<file path="src/rtl/core/hbrt_pkg.sv">
// Shared types and codes for the button remap table.
package hbrt_pkg;

    localparam logic [1:0] OP_ADD    = 2'd0;
    localparam logic [1:0] OP_REMOVE = 2'd1;
    localparam logic [1:0] OP_EVENT  = 2'd2;

    typedef struct packed {
        logic [1:0]         operation;
        logic [15:0]        device_id;
        logic [15:0]        control_id;
        logic signed [31:0] window_low;
        logic signed [31:0] window_high;
        logic [15:0]        target_mask;
        logic signed [31:0] event_value;
    } t_in_item;

    typedef struct packed {
        logic [15:0] button_mask;
        logic        status;
    } t_out_item;

    typedef struct packed {
        logic [15:0]        device;
        logic [15:0]        control;
        logic signed [31:0] low;
        logic signed [31:0] high;
        logic [15:0]        mask;
        logic signed [31:0] last_value;
        logic               active;
    } t_entry;

    typedef enum logic [1:0] {
        ST_IDLE,
        ST_ADD,
        ST_SCAN,
        ST_DONE
    } t_state;

    typedef struct packed {
        logic capture;
        logic add_write;
        logic scan;
        logic scan_finish;
        logic out_load;
    } t_cmd;

    typedef struct packed {
        logic scan_end;
    } t_stat;

endpackage

</file>
<file path="src/rtl/core/hbrt_ctrl.sv">
// Sequencing state machine and result valid flag for the remap table.
module hbrt_ctrl (
    input  logic            i_clk,
    input  logic            i_rst_n,
    input  logic            i_in_valid,
    output logic            o_in_ready,
    input  logic [1:0]      i_operation,
    output hbrt_pkg::t_cmd  o_cmd,
    input  hbrt_pkg::t_stat i_stat,
    output logic            o_out_valid,
    input  logic            i_out_ready
);

    hbrt_pkg::t_state r_state, n_state;
    logic             r_out_valid, n_out_valid;
    logic             accept;

    assign o_in_ready  = (r_state == hbrt_pkg::ST_IDLE);
    assign accept      = i_in_valid && o_in_ready;
    assign o_out_valid = r_out_valid;

    always_ff @(posedge i_clk) begin
        if (!i_rst_n) begin
            r_state     <= hbrt_pkg::ST_IDLE;
            r_out_valid <= 1'b0;
        end else begin
            r_state     <= n_state;
            r_out_valid <= n_out_valid;
        end
    end

    always_comb begin
        n_state = r_state;
        o_cmd   = '0;
        unique case (r_state)
            hbrt_pkg::ST_IDLE: begin
                if (accept) begin
                    o_cmd.capture = 1'b1;
                    unique case (i_operation)
                        hbrt_pkg::OP_ADD:    n_state = hbrt_pkg::ST_ADD;
                        hbrt_pkg::OP_REMOVE: n_state = hbrt_pkg::ST_SCAN;
                        hbrt_pkg::OP_EVENT:  n_state = hbrt_pkg::ST_SCAN;
                        default:             n_state = hbrt_pkg::ST_DONE;
                    endcase
                end
            end
            hbrt_pkg::ST_ADD: begin
                o_cmd.add_write = 1'b1;
                n_state         = hbrt_pkg::ST_DONE;
            end
            hbrt_pkg::ST_SCAN: begin
                if (i_stat.scan_end) begin
                    o_cmd.scan_finish = 1'b1;
                    n_state           = hbrt_pkg::ST_DONE;
                end else begin
                    o_cmd.scan = 1'b1;
                end
            end
            hbrt_pkg::ST_DONE: begin
                // hold until the previous result has left the output register
                if (!r_out_valid || i_out_ready) begin
                    o_cmd.out_load = 1'b1;
                    n_state        = hbrt_pkg::ST_IDLE;
                end
            end
            default: n_state = hbrt_pkg::ST_IDLE;
        endcase
        n_out_valid = o_cmd.out_load ? 1'b1 : (r_out_valid && !i_out_ready);
    end

    a_busy_after_accept: assert property (@(posedge i_clk) disable iff (!i_rst_n)
        accept |=> !o_in_ready)
        else $error("ready high right after an accepted item");

    a_cmd_exclusive: assert property (@(posedge i_clk) disable iff (!i_rst_n)
        $onehot0({o_cmd.capture, o_cmd.add_write, o_cmd.scan,
                  o_cmd.scan_finish, o_cmd.out_load}))
        else $error("more than one datapath command at once");

    a_finish_to_done: assert property (@(posedge i_clk) disable iff (!i_rst_n)
        o_cmd.scan_finish |=> (r_state == hbrt_pkg::ST_DONE))
        else $error("scan end did not lead to result stage");

    a_load_makes_valid: assert property (@(posedge i_clk) disable iff (!i_rst_n)
        o_cmd.out_load |=> o_out_valid)
        else $error("result load did not raise valid");

endmodule

</file>
<file path="config.mk">
export PLATFORM = sky130hd
export DESIGN_NAME = hbrt_ctrl
export DESIGN_NICKNAME = d
export VERILOG_FILES = /design/src/rtl/core/hbrt_pkg.sv /design/src/rtl/core/hbrt_ctrl.sv
export SDC_FILE = /design/constraint.sdc
export NUM_CORES = 1
export LEC_CHECK = 0
export BUFFER_PORTS_ARGS = -buffer_cell sky130_fd_sc_hd__buf_2
export CAP_MARGIN = 20
export CORE_AREA = 2 2 39 41
export CTS_CLUSTER_SIZE = 16
export DETAILED_ROUTE_END_ITERATION = 16
export DIE_AREA = 0 0 41 43
export GPL_TIMING_DRIVEN = 0
export SKIP_CTS_REPAIR_TIMING = 1
export SLEW_MARGIN = 10
export SYNTH_ARGS = -nofsm -noshare
export SYNTH_HDL_FRONTEND = slang
export SYNTH_SLANG_ARGS = --single-unit
</file>
<file path="constraint.sdc">
create_clock -name i_clk -period 1.3 [get_ports i_clk]
set_input_delay 0.065 -clock i_clk [delete_from_list [all_inputs] [get_ports i_clk]]
set_output_delay 0.065 -clock i_clk [all_outputs]
set_load 0.005 [all_outputs]
</file>
==> results of run 1 <==
==> cell families (layout without fill, tap and decap cells) <==
kind of cell | after synthesis | count (layout)
AND/OR/NAND/NOR | 10 | 10
adder cells (fa/ha/maj) | 6 | 6
buffers and inverters | 5 | 23
AO/OA/AOI/OAI | 4 | 4
flip-flops | 3 | 3
multiplexers | 2 | 2
==> power groups by stage <==
stage | Clock (mW) | Sequential [mW] | Combinational (mW)
after floorplan | 0 | 0.152 | 0.299
after global placement | 0 | 0.161 | 0.407
after detailed placement | 0 | 0.162 | 0.411
after CTS | 0.176 | 0.160 | 0.413
after global routing | 0.181 | 0.172 | 0.538
final | 0.165 | 0.171 | 0.478
==> state kept, by name, summed over array words and instances, names as in the netlist <==
register	cells
o_out_valid	1
r_state	2
==> cell usage in the layout, fill, tap and decap left out <==
master,synthesis,final
buf_2,0,13
nor2b_1,4,4
ha_1,6,4
inv_1,4,3
clkbuf_4,0,3
inv_2,1,2
nor2b_4,2,2
nand2_1,2,2
o21ai_0,2,2
mux2i_1,2,2
and2_2,1,1
a221oi_4,1,1
o21a_1,1,1
and2_1,1,1
ha_4,0,1
ha_2,0,1
clkbuf_1,0,1
dfxtp_1,3,1
dfxtp_4,0,1
dfxtp_2,0,1
buf_4,0,1
==> Yosys cell counts <==
master    n
a221oi_4  1
and2_1    1
and2_2    1
dfxtp_1   3
ha_1      6
inv_1     4
inv_2     1
mux2i_1   2
nand2_1   2
nor2b_1   4
nor2b_4   2
o21a_1    1
o21ai_0   2
==> cell type report <==
class | instances | area, um^2
Clock buffer | 4 | 26.3
Fill cell | 153 | 953
Inverter | 5 | 18.8
Multi-Input combinational cell | 22 | 228
Sequential cell | 3 | 65.1
Tap cell | 16 | 20.0
Timing Repair Buffer | 14 | 72.6
==> worst max-delay path by stage <==
| stage | from | end | cells after the start |
|---|---|---|---|
| after global routing | r_state[1]$_SDFFE_PN0P_ | r_state[0]$_SDFFE_PN0P_ | 4 |
| after floorplan | r_state[0]$_SDFFE_PN0P_ | r_state[0]$_SDFFE_PN0P_ | 4 |
| after global placement | r_state[0]$_SDFFE_PN0P_ | r_state[0]$_SDFFE_PN0P_ | 4 |
| after detailed placement | r_state[0]$_SDFFE_PN0P_ | r_state[0]$_SDFFE_PN0P_ | 4 |
| after CTS | r_state[0]$_SDFFE_PN0P_ | o_cmd[4] | 4 |
| final | r_state[1]$_SDFFE_PN0P_ | r_state[1]$_SDFFE_PN0P_ | 5 |
==> stage by stage <==
stage,setup slack (ps),cells
after floorplan,57.6,30
after detailed placement,-48.0,59
after global placement,-38.5,59
final,65.3,64
after CTS,-63.2,63
after global routing,-11.6,64
==> metal layers <==
metal  part of all wire  up-vias  wire (um)
li1                   -      132          -
met1               0.40      106        216
met2               0.53        8        289
met3              0.068        0         37
met4                  0        0          0
met5                  0        -          0
==> critical path: stages (launching register included) <==
cell     delay, ps
dfxtp_2        350
inv_1          100
ha_1           270
nor2b_1        130
o21ai_0        170
mux2i_1         90
==> flow_summary.yaml, run 1 <==
floorplanning:
  core_area_um2: 1380
  ioPinCount: 14
  die_area_um2: 1760
  rows: 14
  die_w_um: 41
  start_util: 0.211
  die-height_um: 43
sta:
  fmax_mhz: 810
  slew-limit-headroom: 0.836
  whs_ps: 89.0
  timing.final.crit_share: 0.950
  setup_viol: 0
  tightest_slew_ps: 247
  hold_viol: 0
  fin_tns_setup_ps: 0
  slew_violations: 0
  fin_worst_skew_ps: 3.48
  period_needed_ps: 1230
status:
  outcome: "finished clean"
cts:
  cts_buffer_depth: 2
  cts_tree: "done"
  insertion_delay_ps: 230
  cts_buffers: 3
  clock_sinks: 3
  cts_root_buffer: "clkbuf_4"
  path_clk_slew_ps: 40
  cts.htree.levels: 1
worst_hold_path:
  worstHoldStart: "i_rst_n"
  hold_class: "input port to flip-flop"
  worstHoldEndpoint: "o_out_valid$_SDFF_PN0_"
  whs_path_depth: 2
grt:
  grt_use_met1: 0.0675
  use_met3: 0.0157
  globalRouteOverflowTotal: 0
  grt_max_degree: 6
  grt_pass1_vias: 244
  top_usage_layer: "met2"
  grt_pass1_wl_um: 821
  antenna_found_initial: 0
  grt_usage: 0.0733
  grt_use_met2: 0.106
drt:
  wl_um: 543
  vias_per_cell: 3.84
  drtAntennaViolNets: 0
  vias: 246
  firstDrtPassIters: 1
  drt_iter0_drc: 0
  routedWlPerCell_um: 8.48
  route.detailed.drc: 0
synth:
  syn_nets: 43
  synth.top_cell.area_share: 0.258
  synth_top_area_cell: "ha_1"
  synthSimpleGateAreaFrac: 0.253
  synthMuxAreaShare: 0.0687
  ys_warn_count: 0
  synth_xor_area_frac: 0
  synth_top_family_by_area: "adder cells"
  synthCells: 30
  synth-seq-area-share: 0.206
  synth_cell_type_count: 13
  synth-adder-area-share: 0.258
  ys_ff_latch: 3
  syn_area_per_cell_um2: 9.72
  synth_compound_area_frac: 0.150
  synth_area_leaders: "ha_1, dfxtp_1, nor2b_4"
  synth_area_um2: 292
job:
  max-cap-violations: 0
worst_setup_path:
  required_ps: 1410
  arrival_ps: 1350
  crit_fanout: 4
  critPathLaunchType: "flip-flop"
  cp-end-kind: "flip-flop"
  reg2reg_from: "r_state[1]$_SDFFE_PN0P_"
  timing.rr.end: "r_state[1]$_SDFFE_PN0P_"
  path_class: "flip-flop to flip-flop"
  reg2reg_setup_slack_ps: 70
  rr_worst_depth: 5
layout:
  fin_area_um2: 430
  fin_util: 0.311
  finalNetCount: 62
  area_growth_pct: 47.6
  drive_above_1_share: 0.563
  num_antenna_cells: 0
power_and_ir_drop:
  pwr-share-comb: 0.587
  leakage_nw: 0.215
  clockPowerShare: 0.203
  peakVddDrop_uv: 646
  power_uw: 814
  powerDensity_nw_per_um2: 1890
  p_sw_uw: 293
  swShare: 0.360
  p_int_uw: 521
  seqPwrFrac: 0.210
placement:
  dp_hpwl_um: 413
  port_buffers: 13
  placed_cell_area_um2: 377
  routabilityCongestion: 0.693
Power figures use the tool's default switching activity.
==> run 2: changes to the inputs <==
Settings changed: CELL_PAD_IN_SITES_DETAIL_PLACEMENT set to 1, CELL_PAD_IN_SITES_GLOBAL_PLACEMENT set to 2, CORE_AREA 2 2 39 41 to not set, CORE_MARGIN set to 2, CORE_UTILIZATION set to 20, DIE_AREA 0 0 41 43 to not set, PLACE_DENSITY_LB_ADDON set to 0.1, RECOVER_POWER set to 25.
==> run 2 against run 1 <==
Critical endpoint unchanged. Power grew 1.6%. Via count grew 7.7%. Wire length grew 9.6%. Clock power is essentially flat. Critical path depth shrank 1.
==> flow_summary.yaml, run 2 (synthesized netlist as in run 1, its figures left out) <==
drt:
  route.detailed.drc: 0
  routedWlPerCell_um: 9.60
  firstDrtPassIters: 2
  vias: 265
  drtAntennaViolNets: 0
  drt_iter0_drc: 1
  vias_per_cell: 4.27
  wl_um: 595
grt:
  grt_max_degree: 6
  antenna_found_initial: 0
  globalRouteOverflowTotal: 0
  grt_pass1_wl_um: 931
  grt_usage: 0.0704
  grt_pass1_vias: 254
sta:
  slew_violations: 0
  rsz0062_at_grt: "false"
  fmax_mhz: 828
  period_needed_ps: 1210
  slew-limit-headroom: 0.829
  fin_worst_skew_ps: 2.58
  tightest_slew_ps: 256
  fin_ws_ps: 93.0
  timing.final.crit_share: 0.928
  hold_viol: 0
  setup_viol: 0
floorplanning:
  ioPinCount: 14
  die-height_um: 42.2
  die_w_um: 42.2
  rows: 13
  core_area_um2: 1330
  start_util: 0.219
  die_area_um2: 1780
worst_setup_path:
  critPathTopFamily: "flip-flops"
  critPathLaunchType: "flip-flop"
  required_ps: 1460
  cp.depth: 4
  arrival_ps: 1360
  rr_worst_depth: 4
  timing.rr.end: "r_state[1]$_SDFFE_PN0P_"
  crit_buf_inv: 1
  cp-end-kind: "flip-flop"
  critPathSlowestCell: "dfxtp_4"
  crit_fanout: 4
  startpoint: "r_state[1]$_SDFFE_PN0P_"
  crit_end: "r_state[1]$_SDFFE_PN0P_"
  reg2reg_setup_slack_ps: 90
  reg2reg_from: "r_state[1]$_SDFFE_PN0P_"
  path_class: "flip-flop to flip-flop"
  path_cells: "inv_2, ha_4, a221oi_4, mux2i_1"
  slowest_delay_ps: 370
power_and_ir_drop:
  powerDensity_nw_per_um2: 1890
  power_uw: 827
  peakVddDrop_uv: 480
  leakage_nw: 0.213
layout:
  largest_reg_flops: 2
  finalNetCount: 61
  regArea_um2: 67.6
  drive_above_1_share: 0.574
  num_antenna_cells: 0
  fillerInstances: 158
  multi_input_area_um2: 238
  final_cell_mix: "buf_2, nor2b_1, ha_1, clkbuf_4"
  area_growth_pct: 49.8
  largest_register: "r_state"
  fin_util: 0.327
  layout_commonest_cell: "buf_2"
  fin_area_um2: 437
cts:
  cts_tree: "done"
  clock_sinks: 3
  path_clk_slew_ps: 40
  insertion_delay_ps: 230
  cts_root_buffer: "clkbuf_4"
  cts_buffer_depth: 2
  cts.htree.levels: 1
  cts_buffers: 3
job:
  max-cap-violations: 0
worst_hold_path:
  worstHoldStart: "i_rst_n"
  hold_class: "input port to flip-flop"
placement:
  routabilityCongestion: 0.682
  port_buffers: 13
  dp_hpwl_um: 512
  placed_cell_area_um2: 375
  dp_slack_ps: -56.9
status:
  outcome: "finished clean"
run 2: worst min-delay path by stage:
stage	slack, ps	endpoint	cells after the start
detailed placement	340	o_out_valid$_SDFF_PN0_	2
CTS	100	o_out_valid$_SDFF_PN0_	2
global route	110	o_out_valid$_SDFF_PN0_	2
floorplan	150	o_cmd[2]	1
global placement	340	o_out_valid$_SDFF_PN0_	2
finish	100	o_out_valid$_SDFF_PN0_	2
run 2: layout make-up:
| class | count | share of cell area |
|---|---|---|
| timing repair buffer | 13 | 0.149 |
| sequential | 3 | 0.155 |
| tap | 15 | 0.0430 |
| inverter | 5 | 0.0487 |
| multi-input combinational | 22 | 0.544 |
| clock buffer | 4 | 0.0602 |
run 2: through the flow:
stage	setup TNS [ps]	hold WS [ps]	instances
2_1_floorplan	0	155	30
3_5_place_dp	-104	343	58
5_1_grt	0	114	62
3_3_place_gp	-60.0	337	58
4_1_cts	-165	101	62
6_report	0	100	62
run 2: where the power goes:
part | internal, mW | switching, mW
clock network | 0.115 | 0.0476
registers | 0.143 | 0.0486
logic | 0.262 | 0.210
run 2: per-layer routing:
metal  up-vias  wire length [um]  part of all wire  track usage
met1       119               222              0.37       0.0590
met5         -                 0                 0            0
met3         0                64              0.11       0.0302
met4         0                 0                 0       0.0563
li1        131                 -                 -            -
met2        15               308              0.52        0.126
